[src/hw/rtl/tzc_pkg.sv]
package tzc_pkg;

	// Fixed field widths.
	localparam int ACCEL_W = 16;
	localparam int ANGLE_W = 15;
	localparam int THR_W   = 8;
	localparam int CFG_IDX_W = 2;
	localparam int CFG_DATA_W = 8;

	// Defaults for the top-level parameters.
	localparam int CORDIC_ITERATIONS_DEF   = 16;
	localparam int ANGLE_FRACTION_BITS_DEF = 7;

	// Arithmetic widths.
	localparam int SUM_W    = 32;	// sum of two squares
	localparam int ROOT_W   = 24;	// floor sqrt of sum * 2^16
	localparam int SQ_STEPS = ROOT_W;	// one result bit per stage
	localparam int XY_W     = 28;	// CORDIC x and y
	localparam int Z_W      = 26;	// angle accumulator, 16 fraction bits
	localparam int ACC_FRAC = 16;
	localparam int TAB_LEN  = 24;

	// Zone codes.
	typedef enum logic [1:0] {
		ZONE_LEVEL = 2'd0,
		ZONE_HIGH  = 2'd1,
		ZONE_LOW   = 2'd2
	} zone_t;

	// Register indexes.
	typedef enum logic [CFG_IDX_W-1:0] {
		REG_PITCH_UP    = 2'd0,
		REG_PITCH_DOWN  = 2'd1,
		REG_ROLL_RIGHT  = 2'd2,
		REG_ROLL_LEFT   = 2'd3
	} reg_idx_t;

	// Threshold set handed to the classifier.
	typedef struct packed {
		logic signed [THR_W-1:0] pitch_up;
		logic signed [THR_W-1:0] pitch_down;
		logic signed [THR_W-1:0] roll_right;
		logic signed [THR_W-1:0] roll_left;
	} thr_t;

	// atan(2^-i) in degrees with 16 fraction bits.
	function automatic logic signed [Z_W-1:0] atan_entry(input int i);
		logic signed [Z_W-1:0] r;
		case (i)
			0: r = 26'sd2949120;
			1: r = 26'sd1740967;
			2: r = 26'sd919879;
			3: r = 26'sd466945;
			4: r = 26'sd234379;
			5: r = 26'sd117304;
			6: r = 26'sd58666;
			7: r = 26'sd29335;
			8: r = 26'sd14668;
			9: r = 26'sd7334;
			10: r = 26'sd3667;
			11: r = 26'sd1833;
			12: r = 26'sd917;
			13: r = 26'sd458;
			14: r = 26'sd229;
			15: r = 26'sd115;
			16: r = 26'sd57;
			17: r = 26'sd29;
			18: r = 26'sd14;
			19: r = 26'sd7;
			20: r = 26'sd4;
			21: r = 26'sd2;
			22: r = 26'sd1;
			default: r = 26'sd0;
		endcase
		return r;
	endfunction

endpackage

[src/hw/rtl/tzc_isqrt.sv]
module tzc_isqrt import tzc_pkg::*; (
	input  logic                      clk,
	input  logic                      arst_n,
	input  logic                      en,
	input  logic                      in_valid,
	input  logic [SUM_W-1:0]          in_sum,
	input  logic signed [ACCEL_W-1:0] in_num,
	input  logic                      in_zero,
	output logic                      out_valid,
	output logic [ROOT_W-1:0]         out_root,
	output logic signed [ACCEL_W-1:0] out_num,
	output logic                      out_zero
);

	localparam int REM_W = ROOT_W + 1;

	logic                      v_s    [0:SQ_STEPS];
	logic [REM_W-1:0]          rem_s  [0:SQ_STEPS];
	logic [ROOT_W-1:0]         root_s [0:SQ_STEPS];
	logic [SUM_W-1:0]          sum_s  [0:SQ_STEPS];
	logic signed [ACCEL_W-1:0] num_s  [0:SQ_STEPS];
	logic                      zero_s [0:SQ_STEPS];

	assign v_s[0]    = in_valid;
	assign rem_s[0]  = '0;
	assign root_s[0] = '0;
	assign sum_s[0]  = in_sum;
	assign num_s[0]  = in_num;
	assign zero_s[0] = in_zero;

	// One root bit per stage, most significant first; the radicand is sum * 2^16.
	for (genvar k = 0; k < SQ_STEPS; k++) begin : g_step
		localparam int I = SQ_STEPS - 1 - k;
		logic [1:0]       pair;
		logic [REM_W+1:0] cur;
		logic [REM_W+1:0] trial;
		logic             take;

		if (I >= 8) begin : g_bits
			assign pair = sum_s[k][2*I-15 -: 2];
		end else begin : g_low
			assign pair = 2'b00;
		end

		always_comb begin
			cur   = {rem_s[k], pair};
			trial = (REM_W+2)'({root_s[k], 2'b01});
			take  = (cur >= trial);
		end

		always_ff @(posedge clk or negedge arst_n) begin
			if (!arst_n) begin
				v_s[k+1] <= 1'b0;
			end else if (en) begin
				v_s[k+1] <= v_s[k];
			end
		end

		always_ff @(posedge clk) begin
			if (en) begin
				rem_s[k+1]  <= take ? REM_W'(cur - trial) : REM_W'(cur);
				root_s[k+1] <= {root_s[k][ROOT_W-2:0], take};
				sum_s[k+1]  <= sum_s[k];
				num_s[k+1]  <= num_s[k];
				zero_s[k+1] <= zero_s[k];
			end
		end
	end

	assign out_valid = v_s[SQ_STEPS];
	assign out_root  = root_s[SQ_STEPS];
	assign out_num   = num_s[SQ_STEPS];
	assign out_zero  = zero_s[SQ_STEPS];

endmodule

[config.mk]
export PLATFORM = sky130hd
export DESIGN_NAME = tzc_isqrt
export DESIGN_NICKNAME = d
export VERILOG_FILES = /design/src/hw/rtl/tzc_pkg.sv /design/src/hw/rtl/tzc_isqrt.sv
export SDC_FILE = /design/constraint.sdc
export NUM_CORES = 2
export LEC_CHECK = 0
export BUFFER_PORTS_ARGS = -buffer_cell sky130_fd_sc_hd__buf_4
export CAP_MARGIN = 20
export CORE_ASPECT_RATIO = 1.2
export CORE_MARGIN = 2
export CORE_UTILIZATION = 47
export DETAILED_ROUTE_END_ITERATION = 6
export HOLD_SLACK_MARGIN = 0.15
export PLACE_DENSITY_LB_ADDON = 0.08
export SKIP_CTS_REPAIR_TIMING = 1
export SYNTH_ARGS = -nofsm -noshare
export SYNTH_HDL_FRONTEND = slang
export SYNTH_SLANG_ARGS = --single-unit
[constraint.sdc]
create_clock -name clk -period 7.15 [get_ports clk]
set_input_delay 2.145 -clock clk [delete_from_list [all_inputs] [get_ports clk]]
set_output_delay 2.145 -clock clk [all_outputs]
set_load 0.03 [all_outputs]
==> impl_metrics.tcl <==
set metrics [dict create \
    worstSetupPathType "reg -> reg" \
    yosysUniqueCellTypes 93 \
    cts.sinks 1508 \
    nFillCells 11985 \
    p_leak_nw 28.7 \
    area_growth_pct 12.4 \
    clockBufferDepth 3 \
    diodes 0 \
    design.core.area_um2 143000 \
    cts.htree.levels 4 \
    tritoncts "built" \
    die_x_um 350 \
    ant_nets 0 \
    fp.dieH_um 419 \
    post-route-util_pct 53.2 \
    rsz0062_at_grt "no" \
    mostFrequentLayoutCell "edfxtp_1" \
    synth-seq-cells 1508 \
    ys_seq_area_share_pct 66.8 \
    dp_hpwl_mm 82.6 \
    crit_buf_inv 0 \
    gr-usage-all-layers_pct 16.4 \
    worstSetupStartpointType "flip-flop" \
    met1_length_mm 53.4 \
    synth_fp_nets 5324 \
    slowest_delay_ns 0.80 \
    setup_viol 0 \
    path_cells "ha_1 > a21o_1 > a21oi_1 > nor2_1 > o41a_1 > o31ai_1 > nand4_1 > nand2_1 > mux2_2" \
    synth_ff_type "edfxtp_1" \
    die_area_um2 147000 \
    ys_warn_count 0 \
    worst_path_max_delay_cell "nand2_1" \
    synth_edf_count 1484 \
    worstHoldPathType "reg -> reg" \
    wl_per_cell_um 16.6 \
    required_ns 7.69 \
    powerDensity_nw_per_um2 310 \
    fin_worst_skew_ns 0.0241 \
    rows 152 \
    holdCritStartpoint "num_s[170]" \
    port_buffers 94 \
    peakVddDrop_mv 0.280 \
    vias 37645 \
    tightest_slew_ns 1.05 \
    fmax_ghz 0.257 \
    synth_area_per_cell_um2 13.6 \
    maxCapViolCount 0 \
    grt_pass1_wl_mm 193 \
    cp_max_fo 22 \
    fin_setup_tns_ns 0 \
    worst_ep_arrival_time_ns 4.42 \
    hold_violations 0 \
    globalplace.congestion 0.846 \
    async_reset_ff_share_pct 1.59 \
    pre_cts_ws_ns 3.01 \
    fin_nets 5516 \
    initial_core_util_pct 47.3 \
    relSlewSlack_pct 30.3 \
    antenna_found_initial 2 \
    worstSetupEndpointType "flip-flop" \
    regToRegStartpoint "g_step[22].cur[8]" \
    syn_inst 4954 \
    finish.cell_count_without_fillers 7203 \
    routed_wl_mm 120 \
    multi_input_area_um2 20400 \
    min_period_over_period_pct 54.4 \
    placed_cells 6908 \
    drt_iter0_drc 2391 \
    wl_met2_mm 58.8 \
    clk_pin_slew_ns 0.06 \
    layout_common_cells "edfxtp_1, inv_1, ha_1" \
    drc 0 \
    period_minus_slack_ns 3.89 \
    wl_met3_mm 4.07 \
    drive_above_1_share_pct 9.47 \
    grt_pass1_vias 36863 \
    slew_violations 0 \
    overflow 0 \
    worst_slack_ns 3.26 \
    top_layer_used "met4" \
    layout.area.seq_um2 45200 \
    ios 95 \
    first_pass_iters 5 \
    cp_top_family "compound AO/OA/AOI/OAI gates" \
    viasPerCell 5.23 \
    clk_latency_ns 0.80 \
    setup.worst_path.start "g_step[22].cur[8]" \
    grt_start_max_net_pins 178 \
    root_buffer "clkbuf_16" \
    status "finished, final reports clean" \
    netlist_area_um2 67600 \
    cts_buffers 158 \
]
-- report_power, final --
group | internal, W | switching (W) | total, W
Sequential | 0.0110 | 0.000596 | 0.0116
Combinational | 0.00163 | 0.00206 | 0.00369
Clock | 0.00482 | 0.00345 | 0.00827
Total | 0.0174 | 0.00611 | 0.0236
-- cell usage after synthesis (48+ instances only) --
master | count | area [um2]
nor2_1 | 261 | 980
nor3_1 | 130 | 651
nand2_1 | 309 | 1160
ha_1 | 310 | 3880
nand3_1 | 89 | 445
a21o_1 | 110 | 826
nor4_1 | 67 | 419
clkbuf_1 | 56 | 210
o21ai_0 | 246 | 1230
a21oi_1 | 256 | 1280
xor2_1 | 193 | 1690
edfxtp_1 | 1484 | 44600
inv_1 | 419 | 1570
mux2_2 | 80 | 901
nand2b_1 | 53 | 332
or3_1 | 48 | 300
xnor2_1 | 213 | 1870
o21a_1 | 64 | 480
-- sequential cells by signal, summed over array words and instances (netlist names) --
register	cells
g_step.cur	566
num_s	368
g_step.trial	276
sum_s	210
out_root	24
v_s	23
zero_s	23
out_num	16
out_valid	1
out_zero	1
-- per-layer routing --
layer / GRT usage (%) / vias up
met5: 0 / -
met4: 5.87 / 0
met3: 2.66 / 215
met2: 27.7 / 600
met1: 21.6 / 18060
li1: - / 18770
-- per-stage QoR --
step                      hold slack [ns]  cell area (um2)  power, W
after floorplan                     0.400            67600    0.0143
after global placement              0.400            70700    0.0154
after detailed placement            0.405            70700    0.0155
after CTS                           0.402            76000    0.0239
after global routing                0.412            76000    0.0248
final                               0.406            76000    0.0236
-- logic make-up after synthesis --
family / share of synthesized area [%]
and+or+nand+nor: 8.89
adders and majority gates: 5.95
DFF: 66.8
other: 0.00555
AOI/OAI and AO/OA: 8.64
muxes: 1.42
buffers and inverters: 3.01
xor gates and xnor gates: 5.26
-- cell type report --
| cell class | count | share of cell area [%] |
|---|---|---|
| Tap cell | 1925 | 3.17 |
| Multi-Input combinational cell | 2929 | 26.9 |
| Clock inverter | 104 | 1.51 |
| Clock buffer | 188 | 5.43 |
| Inverter | 420 | 2.07 |
| Timing Repair Buffer | 129 | 1.48 |
| Sequential cell | 1508 | 59.4 |
-- worst paths after layout --
| kind | end | slack [ns] | cells past startpoint |
|---|---|---|---|
| min in group asynchronous | v_s[23] | 1.24 | 1 |
| max in group asynchronous | v_s[18] | 5.68 | 1 |
| min | num_s[154] | 0.41 | 0 |
| max reg2reg | g_step[23].cur[4] | 3.26 | 9 |
| max | g_step[23].cur[4] | 3.26 | 9 |
| min reg2reg | num_s[154] | 0.41 | 0 |
(Power assumes the default switching activity.)
