===== src/hw/rtl/tzc_pkg.sv =====
package tzc_pkg;

	// Fixed field widths.
	localparam int ACCEL_W = 16;
	localparam int ANGLE_W = 15;
	localparam int THR_W   = 8;
	localparam int CFG_IDX_W = 2;
	localparam int CFG_DATA_W = 8;

	// Defaults for the top-level parameters.
	localparam int CORDIC_ITERATIONS_DEF   = 16;
	localparam int ANGLE_FRACTION_BITS_DEF = 7;

	// Arithmetic widths.
	localparam int SUM_W    = 32;	// sum of two squares
	localparam int ROOT_W   = 24;	// floor sqrt of sum * 2^16
	localparam int SQ_STEPS = ROOT_W;	// one result bit per stage
	localparam int XY_W     = 28;	// CORDIC x and y
	localparam int Z_W      = 26;	// angle accumulator, 16 fraction bits
	localparam int ACC_FRAC = 16;
	localparam int TAB_LEN  = 24;

	// Zone codes.
	typedef enum logic [1:0] {
		ZONE_LEVEL = 2'd0,
		ZONE_HIGH  = 2'd1,
		ZONE_LOW   = 2'd2
	} zone_t;

	// Register indexes.
	typedef enum logic [CFG_IDX_W-1:0] {
		REG_PITCH_UP    = 2'd0,
		REG_PITCH_DOWN  = 2'd1,
		REG_ROLL_RIGHT  = 2'd2,
		REG_ROLL_LEFT   = 2'd3
	} reg_idx_t;

	// Threshold set handed to the classifier.
	typedef struct packed {
		logic signed [THR_W-1:0] pitch_up;
		logic signed [THR_W-1:0] pitch_down;
		logic signed [THR_W-1:0] roll_right;
		logic signed [THR_W-1:0] roll_left;
	} thr_t;

	// atan(2^-i) in degrees with 16 fraction bits.
	function automatic logic signed [Z_W-1:0] atan_entry(input int i);
		logic signed [Z_W-1:0] r;
		case (i)
			0: r = 26'sd2949120;
			1: r = 26'sd1740967;
			2: r = 26'sd919879;
			3: r = 26'sd466945;
			4: r = 26'sd234379;
			5: r = 26'sd117304;
			6: r = 26'sd58666;
			7: r = 26'sd29335;
			8: r = 26'sd14668;
			9: r = 26'sd7334;
			10: r = 26'sd3667;
			11: r = 26'sd1833;
			12: r = 26'sd917;
			13: r = 26'sd458;
			14: r = 26'sd229;
			15: r = 26'sd115;
			16: r = 26'sd57;
			17: r = 26'sd29;
			18: r = 26'sd14;
			19: r = 26'sd7;
			20: r = 26'sd4;
			21: r = 26'sd2;
			22: r = 26'sd1;
			default: r = 26'sd0;
		endcase
		return r;
	endfunction

endpackage


===== src/hw/rtl/tzc_cordic.sv =====
module tzc_cordic import tzc_pkg::*; #(
	parameter int ITER = CORDIC_ITERATIONS_DEF
) (
	input  logic                      clk,
	input  logic                      arst_n,
	input  logic                      en,
	input  logic                      in_valid,
	input  logic [ROOT_W-1:0]         in_root,
	input  logic signed [ACCEL_W-1:0] in_num,
	input  logic                      in_zero,
	output logic                      out_valid,
	output logic signed [Z_W-1:0]     out_z,
	output logic                      out_zero
);

	logic                  v_s    [0:ITER];
	logic signed [XY_W-1:0] x_s   [0:ITER];
	logic signed [XY_W-1:0] y_s   [0:ITER];
	logic signed [Z_W-1:0] z_s    [0:ITER];
	logic                  zero_s [0:ITER];

	assign v_s[0]    = in_valid;
	assign x_s[0]    = XY_W'(in_root);
	assign y_s[0]    = XY_W'(in_num) <<< 8;
	assign z_s[0]    = '0;
	assign zero_s[0] = in_zero;

	// Vectoring: each stage rotates towards y = 0 and books the angle.
	for (genvar k = 0; k < ITER; k++) begin : g_step
		logic signed [XY_W-1:0] dx, dy;
		logic signed [Z_W-1:0]  da;

		always_comb begin
			dx = y_s[k] >>> k;
			dy = x_s[k] >>> k;
			da = atan_entry(k);
		end

		always_ff @(posedge clk or negedge arst_n) begin
			if (!arst_n) begin
				v_s[k+1] <= 1'b0;
			end else if (en) begin
				v_s[k+1] <= v_s[k];
			end
		end

		always_ff @(posedge clk) begin
			if (en) begin
				if (!y_s[k][XY_W-1]) begin
					x_s[k+1] <= x_s[k] + dx;
					y_s[k+1] <= y_s[k] - dy;
					z_s[k+1] <= z_s[k] + da;
				end else begin
					x_s[k+1] <= x_s[k] - dx;
					y_s[k+1] <= y_s[k] + dy;
					z_s[k+1] <= z_s[k] - da;
				end
				zero_s[k+1] <= zero_s[k];
			end
		end
	end

	assign out_valid = v_s[ITER];
	assign out_z     = z_s[ITER];
	assign out_zero  = zero_s[ITER];

endmodule


===== config.mk =====
export PLATFORM = sky130hd
export DESIGN_NAME = tzc_cordic
export DESIGN_NICKNAME = d
export VERILOG_FILES = /design/src/hw/rtl/tzc_pkg.sv /design/src/hw/rtl/tzc_cordic.sv
export SDC_FILE = /design/constraint.sdc
export NUM_CORES = 2
export LEC_CHECK = 0
export BUFFER_PORTS_ARGS = -buffer_cell sky130_fd_sc_hd__buf_2
export CAP_MARGIN = 10
export CORE_MARGIN = 2
export CORE_UTILIZATION = 35
export DETAILED_ROUTE_END_ITERATION = 10
export GPL_ROUTABILITY_DRIVEN = 0
export GPL_TIMING_DRIVEN = 0
export HOLD_SLACK_MARGIN = 0.1
export MAX_ROUTING_LAYER = met4
export SLEW_MARGIN = 15
export SYNTH_ARGS = -nofsm -noshare
export SYNTH_HDL_FRONTEND = slang
export SYNTH_SLANG_ARGS = --single-unit

===== constraint.sdc =====
create_clock -name clk -period 13.6 [get_ports clk]
set_input_delay 1.36 -clock clk [delete_from_list [all_inputs] [get_ports clk]]
set_output_delay 1.36 -clock clk [all_outputs]
set_load 0.01 [all_outputs]

==> run_results.csv <==
group,metric,value,unit
run_status,status,"finished, final reports clean",
floorplan,io_pins,73,
logic_synthesis,synth-edff-count,1145,
timing,finClkSkew,0.08462,ns
finish,seq_area,0.03478,mm²
timing,fin_crit,6.267,ns
floorplan,start_util,35.10,%
place,io_buffers,71,
drt,routedWlPerCell,17.31,µm
clocking,postCtsResizedCells,0,
timing,slew-limit-headroom,20.15,%
timing,final_max_slew_viol_count,0,
drt,dr.first_iter.drc_count,5639,
grt,met3_usage,1.914,%
place,dp_hpwl,193400,µm
floorplan,dieHeight,529.9,µm
grt,grt_overflow,0,
grt,grt_pass1_vias,72976,
grt,gr-usage-met1,21.75,%
drt,drc,0,
grt,antenna_found_initial,0,
worst_setup_path,worstPathRequired,14.14,ns
flow_run,cap_violations,0,
floorplan,die_area,0.2808,mm²
drt,first_pass_iters,7,
drt,routed_wirelength,243700,µm
clocking,path_clk_slew,0.06,ns
clocking,clock_path_buffers,4,
timing,period_share,46.08,%
worst_setup_path,cp_cell_sequence,"clkbuf_1 -> clkinv_1 -> o21ai_0 -> xor2_1 -> ha_1 -> inv_1 -> nor2_1 -> a311o_1 -> o31ai_2 -> o21ai_1 -> o311ai_1 -> a31oi_1 -> nand3_1 -> a21oi_1 -> a311oi_1 -> xnor2_1",
timing,rsz0062_at_grt,"no",
hold_path,holdPathEnd,"zero_s[11]",
worst_setup_path,reg2reg_to,"g_step[2].dy[24]",
worst_setup_path,cp.arrival,6.81,ns
worst_setup_path,worstReg2RegStart,"g_step[1].dx[25]",
finish,utilization,38.69,%
logic_synthesis,synthArstFlopShare,1.378,%
timing,fin_ws,7.333,ns
finish,nFillCells,26928,
clocking,h-tree-depth,4,
worst_setup_path,cp_max_fo,14,
finish,final_common_cell,"ha_1",
logic_synthesis,yosysWarningCount,0,
grt,grt.total_usage,17.35,%
timing,fmax,159.6,MHz
grt,use_met2,28.82,%
logic_synthesis,ys_ff_latch,1161,
clocking,cts.sinks,1161,
logic_synthesis,ys_seq_area_share,35.94,%
clocking,hold_buffers,0,
finish,layout_common_cells,"ha_1, edfxtp_1, a21oi_1, nor2_1, xnor2_1",
place,pre_cts_slack,7.465,ns
drt,num_vias,75555,
worst_setup_path,crit_path_top_delay_cell,"clkinv_1",
hold_path,holdCritStartpoint,"zero_s[12]",
finish,multiInputGateArea,0.05960,mm²
worst_setup_path,worst_setup_path_end_kind,"register",
logic_synthesis,synth_top_flop_cell,"edfxtp_1",
worst_setup_path,rrSetupSlack,7.33,ns
floorplan,core,0.2758,mm²
timing,tightest_slew,1.187,ns
logic_synthesis,syn_area,0.09679,mm²
clocking,cts_buffers,146,
logic_synthesis,synthDistinctLibCells,98,
grt,grt_max_degree,153,
finish,drive_gt1_share,4.298,%
worst_setup_path,worstSetupPathType,"reg2reg",
clocking,clk_latency,0.85,ns
worst_setup_path,critPathMaxStageDelay,1.01,ns
floorplan,rows,193,
hold_path,min-delay-path-class,"reg2reg",
floorplan,die_x,529.9,µm
finish,nNetsFinal,11533,
logic_synthesis,postSynthCellCount,10040,
grt,grt_pass1_wl,388100,µm
timing,final-hold-violation-count,0,
clocking,cts_tree,"yes",
logic_synthesis,avgSynthCellArea,9.641,µm²
hold_path,holdPathStages,0,
worst_setup_path,start_kind,"register",
drt,ant_nets,0,
finish,area_delta_synth_final,10.23,%
drt,viasPerCell,5.365,
timing,setup_viol,0,
clocking,cts_root_buf,"clkbuf_16",
grt,grt_busiest_layer,"met2",
logic_synthesis,syn_nets,11306,
worst_setup_path,rr_worst_depth,16,
clocking,post_cts_buffers,0,
## cell type report
cell class                      instances  area share, %
Sequential cell                      1161          32.60
Buffer                                153         0.6321
Clock inverter                         85         0.8068
Antenna cell                            2       0.004691
Clock buffer                          172          3.556
Inverter                              467          1.643
Multi-Input combinational cell       8259          55.86
Tap cell                             3705          4.345
Timing Repair Buffer                   79         0.5535
## synthesized netlist by cell type, types with 155 or more instances
cell type | instances | area [µm²]
xor2_1 | 520 | 4554
xnor2_1 | 891 | 7804
nor2_1 | 988 | 3709
a21oi_1 | 1030 | 5155
ha_1 | 1182 | 14790
edfxtp_1 | 1145 | 34380
o21ai_0 | 428 | 2142
nor3_1 | 266 | 1331
nand2_1 | 503 | 1888
nand3_1 | 155 | 775.7
a21o_1 | 377 | 2830
nor2b_1 | 200 | 1251
inv_1 | 464 | 1742
## per-stage QoR
step	cells	cell area (µm²)	hold slack [ns]	TNS, ns
finish	14083	106700	0.3755	0
global route	14081	106700	0.3896	0
CTS	14081	106700	0.3832	0
detailed placement	13824	102000	0.4045	0
global placement	13816	101800	0.4052	-7547.41
floorplan	10040	96790	0.4003	0
## state kept, by name, indices dropped and copies added, names as in the netlist
register,cells
x_s,91
zero_s,15
out_z,25
g_step.dx,286
g_step.dy,285
y_s,104
z_s,338
v_s,15
out_valid,1
out_zero,1
## cell families after synthesis
logic type,count (synthesis),synth area share [%]
AO/OA/AOI/OAI,2761,18.01
XOR/XNOR,1411,12.77
adder cells (fa/ha/maj),1221,16.09
buffers and inverters,620,2.506
flip-flops,1161,35.94
multiplexers,63,0.7110
other,1,0.003874
AND/OR/NAND/NOR,2802,13.98
## worst max-delay path by stage
stage / slack [ns] / depth (start not counted) / to / from
after floorplan: 9.27 / 14 / g_step[13].dx[13] / g_step[12].dx[15]
after global placement: -6.84 / 1 / g_step[13].dy[5] / en
after detailed placement: 7.46 / 15 / g_step[4].dy[23] / g_step[3].dx[24]
after CTS: 7.41 / 15 / g_step[4].dy[23] / g_step[3].dx[24]
after global routing: 7.10 / 16 / g_step[4].dx[21] / g_step[3].dx[24]
final: 7.33 / 16 / g_step[2].dy[24] / g_step[1].dx[25]
## layer usage
metal  vias up  wire length (µm)
met3       483             11400
met4         0              9314
met1     35793            108500
met2      1871            114500
li1      37408                 -
met5         -                 0
## critical path: cells and delay by family, from the launching register on
family	cells	cell delay (ns)
simple gates	2	0.21
fa+ha+maj	1	0.30
compound gates	8	2.45
xor+xnor	2	0.51
buf+inv	3	1.70
flops	1	0.83
Power is not shown: default switching activity piles up to over one toggle a cycle in this logic, so the estimate is an artifact.
