===== src/hw/rtl/tzc_pkg.sv =====
package tzc_pkg;

	// Fixed field widths.
	localparam int ACCEL_W = 16;
	localparam int ANGLE_W = 15;
	localparam int THR_W   = 8;
	localparam int CFG_IDX_W = 2;
	localparam int CFG_DATA_W = 8;

	// Defaults for the top-level parameters.
	localparam int CORDIC_ITERATIONS_DEF   = 16;
	localparam int ANGLE_FRACTION_BITS_DEF = 7;

	// Arithmetic widths.
	localparam int SUM_W    = 32;	// sum of two squares
	localparam int ROOT_W   = 24;	// floor sqrt of sum * 2^16
	localparam int SQ_STEPS = ROOT_W;	// one result bit per stage
	localparam int XY_W     = 28;	// CORDIC x and y
	localparam int Z_W      = 26;	// angle accumulator, 16 fraction bits
	localparam int ACC_FRAC = 16;
	localparam int TAB_LEN  = 24;

	// Zone codes.
	typedef enum logic [1:0] {
		ZONE_LEVEL = 2'd0,
		ZONE_HIGH  = 2'd1,
		ZONE_LOW   = 2'd2
	} zone_t;

	// Register indexes.
	typedef enum logic [CFG_IDX_W-1:0] {
		REG_PITCH_UP    = 2'd0,
		REG_PITCH_DOWN  = 2'd1,
		REG_ROLL_RIGHT  = 2'd2,
		REG_ROLL_LEFT   = 2'd3
	} reg_idx_t;

	// Threshold set handed to the classifier.
	typedef struct packed {
		logic signed [THR_W-1:0] pitch_up;
		logic signed [THR_W-1:0] pitch_down;
		logic signed [THR_W-1:0] roll_right;
		logic signed [THR_W-1:0] roll_left;
	} thr_t;

	// atan(2^-i) in degrees with 16 fraction bits.
	function automatic logic signed [Z_W-1:0] atan_entry(input int i);
		logic signed [Z_W-1:0] r;
		case (i)
			0: r = 26'sd2949120;
			1: r = 26'sd1740967;
			2: r = 26'sd919879;
			3: r = 26'sd466945;
			4: r = 26'sd234379;
			5: r = 26'sd117304;
			6: r = 26'sd58666;
			7: r = 26'sd29335;
			8: r = 26'sd14668;
			9: r = 26'sd7334;
			10: r = 26'sd3667;
			11: r = 26'sd1833;
			12: r = 26'sd917;
			13: r = 26'sd458;
			14: r = 26'sd229;
			15: r = 26'sd115;
			16: r = 26'sd57;
			17: r = 26'sd29;
			18: r = 26'sd14;
			19: r = 26'sd7;
			20: r = 26'sd4;
			21: r = 26'sd2;
			22: r = 26'sd1;
			default: r = 26'sd0;
		endcase
		return r;
	endfunction

endpackage


===== src/hw/rtl/tzc_square.sv =====
module tzc_square import tzc_pkg::*; (
	input  logic                      clk,
	input  logic                      arst_n,
	input  logic                      en,
	input  logic                      in_valid,
	input  logic signed [ACCEL_W-1:0] ax,
	input  logic signed [ACCEL_W-1:0] ay,
	input  logic signed [ACCEL_W-1:0] az,
	output logic                      out_valid,
	output logic [SUM_W-1:0]          pitch_sum,
	output logic [SUM_W-1:0]          roll_sum,
	output logic signed [ACCEL_W-1:0] pitch_num,
	output logic signed [ACCEL_W-1:0] roll_num,
	output logic                      zero
);

	logic                      v_s1, v_s2;
	logic signed [2*ACCEL_W-1:0] xx_s1, yy_s1, zz_s1;
	logic signed [ACCEL_W-1:0] ax_s1, ay_s1, ax_s2, ay_s2;
	logic                      zero_s1, zero_s2;
	logic [SUM_W-1:0]          psum_s2, rsum_s2;

	// Valid bits of both stages.
	always_ff @(posedge clk or negedge arst_n) begin
		if (!arst_n) begin
			v_s1 <= 1'b0;
			v_s2 <= 1'b0;
		end else if (en) begin
			v_s1 <= in_valid;
			v_s2 <= v_s1;
		end
	end

	// Stage one squares the axes, stage two adds pairs of squares.
	always_ff @(posedge clk) begin
		if (en) begin
			xx_s1   <= ax * ax;
			yy_s1   <= ay * ay;
			zz_s1   <= az * az;
			ax_s1   <= ax;
			ay_s1   <= ay;
			zero_s1 <= (ax == '0) && (ay == '0) && (az == '0);
			psum_s2 <= SUM_W'(yy_s1) + SUM_W'(zz_s1);
			rsum_s2 <= SUM_W'(xx_s1) + SUM_W'(zz_s1);
			ax_s2   <= ax_s1;
			ay_s2   <= ay_s1;
			zero_s2 <= zero_s1;
		end
	end

	assign out_valid = v_s2;
	assign pitch_sum = psum_s2;
	assign roll_sum  = rsum_s2;
	assign pitch_num = ax_s2;
	assign roll_num  = ay_s2;
	assign zero      = zero_s2;

endmodule


===== config.mk =====
export PLATFORM = sky130hd
export DESIGN_NAME = tzc_square
export DESIGN_NICKNAME = d
export VERILOG_FILES = /design/src/hw/rtl/tzc_pkg.sv /design/src/hw/rtl/tzc_square.sv
export SDC_FILE = /design/constraint.sdc
export NUM_CORES = 2
export LEC_CHECK = 0
export ABC_AREA = 1
export BUFFER_PORTS_ARGS = -buffer_cell sky130_fd_sc_hd__buf_2
export CAP_MARGIN = 20
export CORE_ASPECT_RATIO = 0.75
export CORE_UTILIZATION = 45
export CTS_BUF_LIST = sky130_fd_sc_hd__clkbuf_16
export CTS_CLUSTER_SIZE = 16
export DETAILED_ROUTE_END_ITERATION = 8
export GPL_ROUTABILITY_DRIVEN = 0
export PLACE_DENSITY = 0.71
export SLEW_MARGIN = 20
export SYNTH_ARGS = -nofsm -noshare
export SYNTH_HDL_FRONTEND = slang
export SYNTH_SLANG_ARGS = --single-unit

===== constraint.sdc =====
create_clock -name clk -period 2 [get_ports clk]
set_input_delay 0.5 -clock clk [delete_from_list [all_inputs] [get_ports clk]]
set_output_delay 0.5 -clock clk [all_outputs]
set_load 0.005 [all_outputs]

==> out/qor.csv <==
stage,metric,value,unit
run_status,run_status,"finished, violations left",
run_status,failed_checks,negative setup slack,
timing,relSlewSlack,58.6,%
layout,area_growth,42.5,%
synth,synthCells,4983,
critical_path,cp_data_required_time,2.32,ns
synth,avgSynthCellArea,8.13,um^2
layout,stdcell_area,57800,um^2
timing,clock-skew-final,0.0401,ns
floorplanning,initial_utilization,45.8,%
placement,place_inst,6958,
cts,tritoncts,done,
synth,ys_seq_area_share,16.5,%
synth,synth_nets,6064,
route,routedWlPerCell,17.4,um
cts,clk_pin_slew,0.06,ns
floorplanning,die_x,349,um
critical_path,path_class,in2reg,
route,drc,0,
synth,synth.distinct_cells,35,
floorplanning,pin_count,150,
cts,cts_root_buffer,clkbuf_16,
global_route,grt_pass1_vias,37600,
timing,rsz0062_at_grt,yes,
layout,nets,7041,
route,drt_iter0_markers,2838,
cts,cts_max_level,1,
critical_path,worstSetupEndpointType,register,
layout,num-fill-cells,6507,
timing,period_needed,5.11,ns
synth,syn-cell-area,40500,um^2
layout,fin_cells,7178,
timing,finalSetupViolCount,122,
worst_hold_path,hold_depth,3,
timing,fmax,196,MHz
timing,worst_pin_slew,0.616,ns
global_route,grt_use_total,26.9,%
placement,dpl_cell_area,50100,um^2
floorplanning,dieArea,91300,um^2
route,drt-pass1-iter-count,6,
placement,numPortBuffers,149,
global_route,grt_pass1_wl,194000,um
critical_path,critPathLaunchType,primary input,
timing,drv_slew,0,
route,vias_per_cell,5.03,
cts,clkSinkCount,223,
global_route,overflow,0,
layout,utilization,65.3,%
global_route,grt_max_degree,42,
layout,drive_gt1_share,37.6,%
critical_path,critPathMaxFanout,8,
synth,ys_warn_count,0,
placement,dp_hpwl,96200,um
floorplanning,row_count,94,
route,routed_wl,125000,um
cts,numCtsBuffers,25,
cts,clk_path_buf_depth,3,
synth,ys_ff_latch,223,
cts,clock_latency,0.59,ns
global_route,antenna_found_initial,2,
worst_hold_path,hold_class,in2reg,
floorplanning,core_area,88400,um^2
layout,antenna_cells,0,
timing,min_period_over_period,256,%
timing,holdWs,0.128,ns
floorplanning,fp.dieH,262,um
route,dr_total_vias,36100,
job,drv_cap,0,
critical_path,cp.arrival,5.43,ns
timing,fin_ws,-3.11,ns
timing,hold_violations,0,
critical_path,reg2reg_depth,8,
route,detail-route-antenna-nets,0,
-- cells in the mapped netlist --
master       n  area (um^2)
xnor2_1     21          184
nand2_2     14         87.6
and2_1       8         50.1
o21bai_1    39          293
inv_1     1456         5470
fa_1       700        14000
o21ai_0     24          120
nor4_1      14         87.6
edfxtp_1   221         6640
a31o_2       7         61.3
nand4_1     58          363
nor2_2       9         56.3
or2_2        7         43.8
a21oi_1    115          576
o21bai_2     2         22.5
nand3_1    168          841
clkbuf_1    86          323
dfrtp_1      2         50.1
o21a_1       2         15.0
buf_1       15         56.3
nor3_2       4         40.0
nor2_4       2         22.5
nand2_4      1         11.3
nand3_2      9         90.1
nand2_1   1293         4850
nor2_1     215          807
clkinv_1     3         11.3
inv_2        3         11.3
o21ai_2      2         17.5
a21o_1       6         45.0
xor2_1     100          876
a21oi_2      2         17.5
nor3_1      34          170
ha_1       329         4120
nand3b_1    12         90.1
-- sequential cells by signal (all words and copies together), names as in the netlist --
signal / count
zero: 1
ax_s1: 15
zero_s1: 1
zz_s1: 31
pitch_sum: 32
v_s1: 1
out_valid: 1
roll_sum: 32
roll_num: 16
pitch_num: 16
xx_s1: 31
ay_s1: 15
yy_s1: 31
-- kinds of logic (layout without fill, tap and decap cells) --
kind of cell | count (synthesis) | in the layout | synth area share [%]
compound gates | 199 | 199 | 2.88
xor+xnor | 121 | 121 | 2.62
fa+ha+maj | 1029 | 1029 | 44.7
buf+inv | 1563 | 2558 | 14.5
flops | 223 | 223 | 16.5
simple gates | 1848 | 1848 | 18.8
-- path summary, 6_finish.rpt --
| kind | startpoint | endpoint | slack [ns] |
|---|---|---|---|
| max | ax[15] | xx_s1[29] | -3.11 |
| min | in_valid | v_s1 | 0.13 |
| max reg2reg | zz_s1[16] | roll_sum[23] | -0.21 |
| min reg2reg | ax_s1[6] | pitch_num[6] | 0.41 |
| max in group asynchronous | arst_n | v_s1 | 1.68 |
| min in group asynchronous | arst_n | out_valid | 0.23 |
-- per-layer routing --
layer | vias up | routed length (um) | track usage, %
met1 | 17700 | 52200 | 37.7
met5 | - | 0 | 0
met4 | 0 | 4880 | 8.38
met2 | 1525 | 57500 | 43.2
met3 | 298 | 10600 | 4.19
li1 | 16600 | - | -
-- repair_timing --
item,in CTS,in global routing
hold buffers,1,0
cloned,5,1
hold endpoints to repair,2,0
setup buffers,135,40
setup endpoints to repair,121,125
pin swaps,487,277
gates resized for setup,1046,300
-- critical path, cell delays in order --
cell     delay (ns)
buf_12         0.12
buf_12         0.14
nand2_4        0.05
inv_2          0.04
fa_1           0.54
inv_2          0.06
buf_4          0.14
buf_4          0.13
fa_2           0.51
inv_1          0.05
fa_1           0.49
fa_1           0.44
fa_1           0.53
fa_2           0.47
ha_4           0.37
nand2_8        0.09
buf_4          0.15
nor2_4         0.10
nand2_2        0.07
nor3_2         0.16
nand2_1        0.14
nand4_1        0.10
nand2_1        0.06
-- cell type report --
type / instances / area, um^2 / share of cell area (%)
inverters: 1462 / 5580 / 9.66
flip-flops and latches: 223 / 6690 / 11.6
multi-input cells: 3197 / 33900 / 58.7
well taps: 1200 / 1500 / 2.60
repair buffers: 1051 / 9300 / 16.1
clock buffers: 25 / 626 / 1.08
clock inverters: 20 / 173 / 0.299
-- metrics by stage --
step / setup slack, ns / TNS, ns
2_1_floorplan: -3.42 / -235.36
3_3_place_gp: -3.74 / -278.23
3_5_place_dp: -3.80 / -283.72
4_1_cts: -3.00 / -207.67
5_1_grt: -3.25 / -231.10
6_report: -3.11 / -220.02
-- cells in the final DEF (no fill, tap or decap), drive strengths merged --
master          n
buf          1048
nor3           38
dfrtp           2
nor4           14
xor2          100
clkbuf         26
nand3         177
o21bai         41
a31o            7
a21oi         117
nor2          226
edfxtp        221
clkinv          9
or2             7
and2            8
bufinv          2
dlygate4sd3     1
clkinvlp        3
o21a            2
bufbuf          1
inv          1468
a21o            6
o21ai          26
nand2        1308
ha            329
fa            700
nand3b         12
nand4          58
xnor2          21
Power is left out: the tool's default activity adds up to more than one toggle a clock period on the data nets, which glitch-free logic cannot reach.
