`src/hw/rtl/tzc_pkg.sv`:
```
package tzc_pkg;

	// Fixed field widths.
	localparam int ACCEL_W = 16;
	localparam int ANGLE_W = 15;
	localparam int THR_W   = 8;
	localparam int CFG_IDX_W = 2;
	localparam int CFG_DATA_W = 8;

	// Defaults for the top-level parameters.
	localparam int CORDIC_ITERATIONS_DEF   = 16;
	localparam int ANGLE_FRACTION_BITS_DEF = 7;

	// Arithmetic widths.
	localparam int SUM_W    = 32;	// sum of two squares
	localparam int ROOT_W   = 24;	// floor sqrt of sum * 2^16
	localparam int SQ_STEPS = ROOT_W;	// one result bit per stage
	localparam int XY_W     = 28;	// CORDIC x and y
	localparam int Z_W      = 26;	// angle accumulator, 16 fraction bits
	localparam int ACC_FRAC = 16;
	localparam int TAB_LEN  = 24;

	// Zone codes.
	typedef enum logic [1:0] {
		ZONE_LEVEL = 2'd0,
		ZONE_HIGH  = 2'd1,
		ZONE_LOW   = 2'd2
	} zone_t;

	// Register indexes.
	typedef enum logic [CFG_IDX_W-1:0] {
		REG_PITCH_UP    = 2'd0,
		REG_PITCH_DOWN  = 2'd1,
		REG_ROLL_RIGHT  = 2'd2,
		REG_ROLL_LEFT   = 2'd3
	} reg_idx_t;

	// Threshold set handed to the classifier.
	typedef struct packed {
		logic signed [THR_W-1:0] pitch_up;
		logic signed [THR_W-1:0] pitch_down;
		logic signed [THR_W-1:0] roll_right;
		logic signed [THR_W-1:0] roll_left;
	} thr_t;

	// atan(2^-i) in degrees with 16 fraction bits.
	function automatic logic signed [Z_W-1:0] atan_entry(input int i);
		logic signed [Z_W-1:0] r;
		case (i)
			0: r = 26'sd2949120;
			1: r = 26'sd1740967;
			2: r = 26'sd919879;
			3: r = 26'sd466945;
			4: r = 26'sd234379;
			5: r = 26'sd117304;
			6: r = 26'sd58666;
			7: r = 26'sd29335;
			8: r = 26'sd14668;
			9: r = 26'sd7334;
			10: r = 26'sd3667;
			11: r = 26'sd1833;
			12: r = 26'sd917;
			13: r = 26'sd458;
			14: r = 26'sd229;
			15: r = 26'sd115;
			16: r = 26'sd57;
			17: r = 26'sd29;
			18: r = 26'sd14;
			19: r = 26'sd7;
			20: r = 26'sd4;
			21: r = 26'sd2;
			22: r = 26'sd1;
			default: r = 26'sd0;
		endcase
		return r;
	endfunction

endpackage

```
`src/hw/rtl/tzc_classify.sv`:
```
module tzc_classify import tzc_pkg::*; #(
	parameter int AFB = ANGLE_FRACTION_BITS_DEF
) (
	input  logic                     clk,
	input  logic                     arst_n,
	input  logic                     en,
	input  logic                     in_valid,
	input  logic signed [Z_W-1:0]    pitch_z,
	input  logic                     pitch_zero,
	input  logic signed [Z_W-1:0]    roll_z,
	input  logic                     roll_zero,
	input  thr_t                     thr,
	output logic                     out_valid,
	output logic signed [ANGLE_W-1:0] pitch_angle,
	output logic signed [ANGLE_W-1:0] roll_angle,
	output zone_t                    pitch_zone,
	output zone_t                    roll_zone
);

	localparam int CMP_W = 9 + AFB;
	localparam logic signed [Z_W-1:0] RND = Z_W'(1) <<< (ACC_FRAC - 1 - AFB);
	localparam logic signed [Z_W-1:0] LIM = Z_W'(90) <<< AFB;

	logic                     v_s1, v_s2;
	logic signed [CMP_W-1:0]  pa_s1, ra_s1;
	logic signed [ANGLE_W-1:0] pa_s2, ra_s2;
	zone_t                    pz_s2, rz_s2;
	logic signed [Z_W-1:0]    pr, rr, ps, rs;
	logic signed [CMP_W-1:0]  pu, pd, ru, rl;
	zone_t                    pz, rz;

	// Round half up to the output fraction and clamp to +-90 degrees.
	always_comb begin
		pr = (pitch_z + RND) >>> (ACC_FRAC - AFB);
		rr = (roll_z + RND) >>> (ACC_FRAC - AFB);
		ps = (pr > LIM) ? LIM : ((pr < -LIM) ? -LIM : pr);
		rs = (rr > LIM) ? LIM : ((rr < -LIM) ? -LIM : rr);
		if (pitch_zero) begin
			ps = '0;
		end
		if (roll_zero) begin
			rs = '0;
		end
	end

	// Zones; the upper test wins when the thresholds overlap.
	always_comb begin
		pu = CMP_W'(thr.pitch_up) <<< AFB;
		pd = CMP_W'(thr.pitch_down) <<< AFB;
		ru = CMP_W'(thr.roll_right) <<< AFB;
		rl = CMP_W'(thr.roll_left) <<< AFB;
		if (pa_s1 >= pu) begin
			pz = ZONE_HIGH;
		end else if (pa_s1 <= pd) begin
			pz = ZONE_LOW;
		end else begin
			pz = ZONE_LEVEL;
		end
		if (ra_s1 >= ru) begin
			rz = ZONE_HIGH;
		end else if (ra_s1 <= rl) begin
			rz = ZONE_LOW;
		end else begin
			rz = ZONE_LEVEL;
		end
	end

	always_ff @(posedge clk or negedge arst_n) begin
		if (!arst_n) begin
			v_s1 <= 1'b0;
			v_s2 <= 1'b0;
		end else if (en) begin
			v_s1 <= in_valid;
			v_s2 <= v_s1;
		end
	end

	always_ff @(posedge clk) begin
		if (en) begin
			pa_s1 <= CMP_W'(ps);
			ra_s1 <= CMP_W'(rs);
			pa_s2 <= ANGLE_W'(pa_s1);
			ra_s2 <= ANGLE_W'(ra_s1);
			pz_s2 <= pz;
			rz_s2 <= rz;
		end
	end

	assign out_valid   = v_s2;
	assign pitch_angle = pa_s2;
	assign roll_angle  = ra_s2;
	assign pitch_zone  = pz_s2;
	assign roll_zone   = rz_s2;

endmodule

```
`config.mk`:
```
export PLATFORM = sky130hd
export DESIGN_NAME = tzc_classify
export DESIGN_NICKNAME = d
export VERILOG_FILES = /design/src/hw/rtl/tzc_pkg.sv /design/src/hw/rtl/tzc_classify.sv
export SDC_FILE = /design/constraint.sdc
export NUM_CORES = 1
export LEC_CHECK = 0
export BUFFER_PORTS_ARGS = -buffer_cell sky130_fd_sc_hd__buf_4
export CAP_MARGIN = 10
export CORE_ASPECT_RATIO = 0.6
export CORE_UTILIZATION = 54
export DETAILED_ROUTE_END_ITERATION = 8
export PLACE_DENSITY = 0.81
export SYNTH_ARGS = -nofsm -noshare
export SYNTH_HDL_FRONTEND = slang
export SYNTH_SLANG_ARGS = --single-unit
export TNS_END_PERCENT = 100
```
`constraint.sdc`:
```
create_clock -name clk -period 2.3 [get_ports clk]
set_clock_uncertainty 0.05 [all_clocks]
set_input_delay 0.23 -clock clk [delete_from_list [all_inputs] [get_ports clk]]
set_output_delay 0.23 -clock clk [all_outputs]
set_load 0.05 [all_outputs]
```
==> results by group, run 1 <==
Setup path
  • Worst-path cell chain: buf_4 -> ha_1 -> and4_1 -> nor4_1 -> nor3_1 -> o41ai_2 -> buf_4 -> and3b_1 -> nor2_1 -> o31a_1
  • CP required: 2.32 ns
  • Critical Path Max Stage Delay: 0.28 ns
  • CP max-delay cell: nor4_1
  • Most frequent CP cell: buf_4
  • Buffers & Inverters on Critical Path: 2
  • Critical path's top delay family: simple AND/OR/NAND/NOR gates
  • Critical path data arrival time: 2.23 ns
  • CP endpoint kind: register
  • CP max FO: 6
  • Worst Setup Start Kind: input port
  • CP Class: input port to register

Timing
  • Hold Fails Final Rpt: 0
  • Final Max Tran Viols: 0
  • Hold slack: 0.105 ns
  • Post-route setup slack: 0.0959 ns
  • Tcrit/Tclk final: approximately 96%
  • Setup TNS: 0 ns
  • Slew @ Worst Pin: 0.520 ns
  • Final setup vio count: 0
  • FMAX: 454 MHz
  • Unrepaired setup endpoints after global routing: no
  • Max-slew headroom: 65.3%
  • Final min period: 2.20 ns

Route
  • Per-cell routed wire length: 16.7 µm
  • Via count: 4254
  • 1st-iter DRT viols: 389
  • DR pass1 iterations: 5
  • Residual DRC: 0
  • Routed WL: 12500 µm
  • Vias per inst: 5.68
  • Antenna-violating nets left: 0

CTS
  • CTS clock-pin slew for the worst setup and hold paths: 0.05 ns
  • Worst-skew pair later-pin latency: 0.32 ns
  • Num CTS Buffers: 9
  • H-tree depth: 3
  • Clock sinks: 68
  • CTS root buf: clkbuf_16
  • CTS Buffer Depth: 2
  • CTS tree: done

Logic synthesis
  • Ranking of synthesized cells by area: edfxtp_1 (41%), ha_1 (9.9%), inv_1 (3.1%)
  • Asr flop ratio synth: 2.94%
  • YS warnings: 0
  • Cell area after synthesis: 0.00480 mm²
  • Area share of fa/ha/maj cells after synthesis: 9.90%
  • Post-Synthesis Cells: 464
  • Largest family of logic cells by synthesized area: simple AND/OR/NAND/NOR gates
  • Top-area cell type share of the netlist area: around two fifths
  • Unique cell type count in the Yosys netlist: 76
  • Largest area contributor in the netlist: edfxtp_1
  • Post-synthesis mux area share: less than 1%
  • Post-synthesis compound-gate area fraction: 14.5%
  • Yosys reg bits: 68
  • Post-Syn Area per Cell: about 10 µm²
  • Synth Area in Simple Gates: 20.6%
  • XOR/XNOR share of the synthesized area: 6.17%
  • Sequential fraction of the synthesis area: a little over two fifths
  • Mapped Nets: 592
  • Synth cell count leaders: edfxtp_1 (66), inv_1 (40), ha_1 (38), nand2_1 (32), nor2_1 (30)
  • Top_reg_cell synth: edfxtp_1
  • EDFF count, synth: 66
  • Count leader, synth: edfxtp_1

Min path
  • Hold WC Path Type: input port to register

GRT
  • Vias in the first global route: 3724
  • First-pass GRT wire length: 18700 µm
  • Total GRT Usage: 27.4%
  • Largest net degree at the start of global routing: 41
  • Remaining Overflow, GRT: 0
  • Antenna violations before repair: 0

Floorplanning
  • Full die area: 0.00929 mm²
  • Die W: between 100 and 150 µm
  • Die height: 75.1 µm
  • Total core area: about 0.0086 mm²
  • Initial Util: between 50% and 60%
  • Placement Rows: 26
  • Ports: around 130

Cells and area
  • Layout cells sized above 1: 35.8%
  • Layout area overhead: 36.1%
  • Fin cells: 749
  • Ant. Diodes: 0
  • Final Net Count: 760

Placement
  • GPL Wtd Cong: 0.914
  • Post-DP HPWL: 9680 µm
  • Port Buf Inserts: 108
  • Placed Instances: 731
  • Dpl ws: -0.285 ns

Power and ir drop
  • Max VDD drop: 0.000487 V
  • Leakage: approximately 0.0028 µW
  • Post-route total power: between 3000 and 4000 µW
  • Power Dens Cells: roughly 600 mW/mm²

Status
  • Outcome: complete, no violations

Run
  • Maxcap violations: 0
worst paths after layout:
kind                                              from                     endpoint  slack (ns)  cells past startpoint
worst min register to register  pa_s1[1]$_SDFFCE_PP0P_     pitch_angle[1]$_DFFE_PP_        0.39                      0
min in group asynchronous                       arst_n             v_s1$_DFFE_PN0P_        0.20                      2
worst max-delay path                        pitch_z[8]       pa_s1[8]$_SDFFCE_PP0P_         0.1                     10
max in group asynchronous                       arst_n        out_valid$_DFFE_PN0P_        1.91                      2
worst min-delay path                          in_valid             v_s1$_DFFE_PN0P_        0.10                      2
worst max register to register  pa_s1[3]$_SDFFCE_PP0P_  pitch_zone[1]$_SDFFCE_PP0P_        0.15                      7
worst register-to-register path: cells and delay by family (launching register included):
| family | cells | cell delay [ns] |
|---|---|---|
| compound gates | 5 | 0.82 |
| flops | 1 | 0.38 |
| simple gates | 2 | 0.65 |
cell families (layout without fill, tap and decap cells):
family | Yosys count | after routing
AND/OR/NAND/NOR | 166 | 166
AO/OA/AOI/OAI | 97 | 97
flip-flops | 68 | 68
buffers and inverters | 58 | 231
adder cells (fa/ha/maj) | 38 | 38
XOR/XNOR | 33 | 33
multiplexers | 4 | 4
cell type report:
class / count / area (µm²)
repair buffers: 175 / 1340
clock buffers: 12 / 246
well taps: 112 / 140
inverters: 40 / 150
clock inverters: 4 / 73.8
multi-input cells: 338 / 2550
flip-flops and latches: 68 / 2030
fillers: 571 / 2020
metrics by stage:
step	util, %	instance area, µm²
after floorplan	-	4820
after global placement	72.0	6160
after detailed placement	72.0	6160
after CTS	75.9	6490
after global routing	76.4	6540
final	76.4	6540
sequential cells by signal, summed over array words and instances (netlist names):
name and count:
pa_s1 16, ra_s1 16, pitch_angle 15, roll_angle 15, pitch_zone 2, roll_zone 2, out_valid 1, v_s1 1
report_power, final:
| part | switching, µW | internal (µW) | leakage [µW] | total (µW) |
|---|---|---|---|---|
| Clock | 479 | 978 | 0.000157 | 1460 |
| Combinational | 536 | 393 | 0.00195 | 929 |
| Sequential | 57.0 | 1480 | 0.000664 | 1540 |
placed cells by master, fill, tap and decap left out, types with 3 or more instances in the layout:
cell and count:
xor2_1 14, o21ai_0 7, buf_4 172, nand2b_1 7, o21a_1 7, nor3_2 7, a31oi_1 7, a311oi_1 3
nor2_2 3, o21ai_1 5, and3_1 3, nand2_1 32, nor2b_1 5, nor2_1 29, nand3_1 18, edfxtp_1 66
inv_1 40, clkbuf_16 9, and4_1 4, xnor2_1 17, nor3_1 14, a31o_2 4, a211oi_1 7, or3_1 4
o22ai_1 3, nor4_1 4, ha_1 38, o211ai_1 3, a21oi_1 20, nand4_1 10
timing repair:
action | 4_1_cts | 5_1_grt
setup buffers | 0 | 1
endpoints found under the hold margin | 2 | 0
gates resized for setup | 0 | 8
hold buffers | 1 | 0
endpoints found under the setup margin | 0 | 22
routing by layer:
| layer | vias up | track usage [%] | part of all wire, % |
|---|---|---|---|
| li1 | 2076 | - | - |
| met1 | 1962 | 41.0 | 48 |
| met2 | 202 | 39.8 | 43 |
| met3 | 14 | 5.30 | 7.7 |
| met4 | 0 | 8.43 | 1.1 |
| met5 | - | 0 | 0 |
(Power assumes the default switching activity.)
==> run 2, diff against run 1 <==
--- a/config.mk
+++ b/config.mk
@@ -7,10 +7,13 @@
 export LEC_CHECK = 0
 export BUFFER_PORTS_ARGS = -buffer_cell sky130_fd_sc_hd__buf_4
 export CAP_MARGIN = 10
+export CELL_PAD_IN_SITES_DETAIL_PLACEMENT = 1
+export CELL_PAD_IN_SITES_GLOBAL_PLACEMENT = 1
 export CORE_ASPECT_RATIO = 0.6
-export CORE_UTILIZATION = 54
+export CORE_MARGIN = 2
+export CORE_UTILIZATION = 41
 export DETAILED_ROUTE_END_ITERATION = 8
-export PLACE_DENSITY = 0.81
+export PLACE_DENSITY_LB_ADDON = 0.1
 export SYNTH_ARGS = -nofsm -noshare
 export SYNTH_HDL_FRONTEND = slang
 export SYNTH_SLANG_ARGS = --single-unit
==> constraint.sdc (replaced) <==
create_clock -name clk -period 2.2 [get_ports clk]
set_clock_uncertainty 0.05 [all_clocks]
set_input_delay 0.22 -clock clk [delete_from_list [all_inputs] [get_ports clk]]
set_output_delay 0.22 -clock clk [all_outputs]
set_load 0.05 [all_outputs]
==> results by group, run 2 (synthesized netlist as in run 1, its figures left out) <==
Status
  • Outcome: finished, violations left
  • Violated checks: setup timing

Timing
  • Tcrit/Tclk final: 102%
  • Slew @ Worst Pin: 0.625 ns
  • Final setup vio count: 4
  • Max-slew headroom: 58.3%
  • Final Max Tran Viols: 0
  • Hold slack: slightly above 0.08 ns
  • FMAX: 444 MHz
  • Final min period: 2.25 ns
  • Hold Fails Final Rpt: 0
  • Post-route setup slack: -0.0546 ns

Cells and area
  • Final Cell Area: 0.00701 mm²
  • Reg area: just over 0.002 mm²
  • Ant. Diodes: 0
  • Fin util: 61.7%
  • Regs by FF count: pa_s1: 16 flops, ra_s1: 16 flops
  • Fill cells: 1260
  • Commonest non-fill, non-tap cell in the layout: buf_4
  • Layout area overhead: 46.0%
  • Multi-input gate area: 0.00274 mm²
  • Layout cells sized above 1: 42.6%
  • Final Net Count: 796
  • Most frequent cells in the layout: buf_4 (208), edfxtp_1 (66), inv_1 (40)

CTS
  • Clock sinks: 68
  • CTS root buf: clkbuf_16
  • H-tree depth: 3
  • CTS Buffer Depth: 2
  • Num CTS Buffers: 9
  • CTS clock-pin slew for the worst setup and hold paths: 0.06 ns
  • Worst-skew pair later-pin latency: approximately 0.34 ns
  • CTS tree: done

Route
  • Per-cell routed wire length: 19.4 µm
  • DR pass1 iterations: 4
  • Via count: ~4500
  • Antenna-violating nets left: 0
  • Residual DRC: 0
  • Vias per inst: 5.35
  • Routed WL: ~16000 µm
  • 1st-iter DRT viols: 194

Setup path
  • Worst Setup SP: roll_z[8]
  • CP max-delay cell: o31ai_4
  • CP endpoint kind: register
  • Worst-path cell chain: buf_4 -> ha_1 -> buf_4 -> nor3_1 -> a21oi_1 -> nor3_2 -> nand4_1 -> o31ai_4 -> o211ai_2 -> buf_4 -> nor3_2
  • CP Class: input port to register
  • Most frequent CP cell: buf_4
  • RR Startpoint: pa_s1[5]$_SDFFCE_PP0P_
  • Critical path data arrival time: ~2.4 ns
  • R2R Setup Slk: about 0.060 ns
  • Worst Setup Start Kind: input port
  • CP max FO: 6
  • CP required: roughly 2.3 ns
  • Critical Path Max Stage Delay: 0.34 ns

Floorplanning
  • Initial Util: 42.2%
  • Die height: 87.8 µm
  • Die W: 144 µm
  • Total core area: 0.0114 mm²
  • Ports: between 100 and 150
  • Placement Rows: 30
  • Full die area: between 0.01 and 0.015 mm²

Placement
  • Post-DP HPWL: roughly 13000 µm
  • GPL Wtd Cong: 0.914
  • Placed Area: roughly 0.0065 mm²
  • Dpl ws: -0.390 ns
  • Port Buf Inserts: 108

Min path
  • Hold WC Path Type: input port to register
  • Hold Startpoint: in_valid

Power and ir drop
  • Max VDD drop: 0.000359 V
  • Post-route total power: 4120 µW
  • Power Dens Cells: just under 600 mW/mm²
  • Leakage: 0.00296 µW
  • NetSw: approximately 1200 µW
  • Clock share of power: 34.2%
  • P_int: approximately 2900 µW
  • Sequential share of power: roughly two fifths
  • Gate power share: a little over a quarter
  • Sw Share: between 30% and 40%

GRT
  • Remaining Overflow, GRT: 0
  • Antenna violations before repair: 0
  • Total GRT Usage: 25.9%
  • First-pass GRT wire length: between 20000 and 25000 µm
  • Vias in the first global route: 4710
  • Largest net degree at the start of global routing: 48

Run
  • Maxcap violations: 0
[run 2: cell types whose count changed in the layout (fill, tap and decap cells not counted), moves of 3 or more]
cell,change
buf_4,+36
a21oi_1,-3
a21oi_2,+3
nor3_1,-3
[run 2: per-layer routing]
metal	vias up	routed length (µm)	global-route usage [%]
li1	2148	-	-
met1	2169	7830	37.2
met2	123	7310	40.7
met3	12	834	5.85
met4	0	167	4.72
met5	-	0	0
[run 2: layout make-up]
type	count	share of cell area (%)
tap	160	2.85
clock inverter	5	0.767
multi-input combinational	338	39.0
timing repair buffer	211	23.0
clock buffer	10	3.26
sequential	68	29.0
inverter	40	2.14
[run 2: worst paths after layout]
| kind | to | cells after the start |
|---|---|---|
| worst max-delay path | ra_s1[7]$_SDFFCE_PP0P_ | 11 |
| worst min-delay path | v_s1$_DFFE_PN0P_ | 2 |
| worst max register to register | pitch_zone[1]$_SDFFCE_PP0P_ | 7 |
| worst min register to register | roll_angle[2]$_DFFE_PP_ | 0 |
| max in group asynchronous | out_valid$_DFFE_PN0P_ | 2 |
| min in group asynchronous | v_s1$_DFFE_PN0P_ | 2 |
[run 2: power by group through the flow]
stage	sequential (µW)	combinational, µW	clock (µW)
floorplan	1780	387	0
global placement	1630	979	0
detailed placement	1630	1030	0
CTS	1610	1070	1430
global route	1620	1190	1480
finish	1610	1100	1410
[run 2: metrics by stage]
stage	setup TNS (ns)	cells
5_1_grt	-0.647	832
2_1_floorplan	0	464
3_3_place_gp	-7.23	810
4_1_cts	-0.0161	828
6_report	-0.0654	832
3_5_place_dp	-8.94	810
[run 2: worst max-delay path: cells and delay by family]
family | cells | cell delay (ns)
AO/OA/AOI/OAI | 3 | 0.59
buffers and inverters | 3 | 0.49
AND/OR/NAND/NOR | 4 | 0.87
adder cells (fa/ha/maj) | 1 | 0.20
[run 2: timing repair]
| action | CTS | global route |
|---|---|---|
| gates cloned | 0 | 0 |
| hold buffers | 1 | 0 |
| pin swaps | 5 | 11 |
| buffers inserted | 2 | 4 |
| endpoints found under the setup margin | 11 | 30 |
| gates resized for setup | 8 | 24 |
| endpoints found under the hold margin | 2 | 0 |
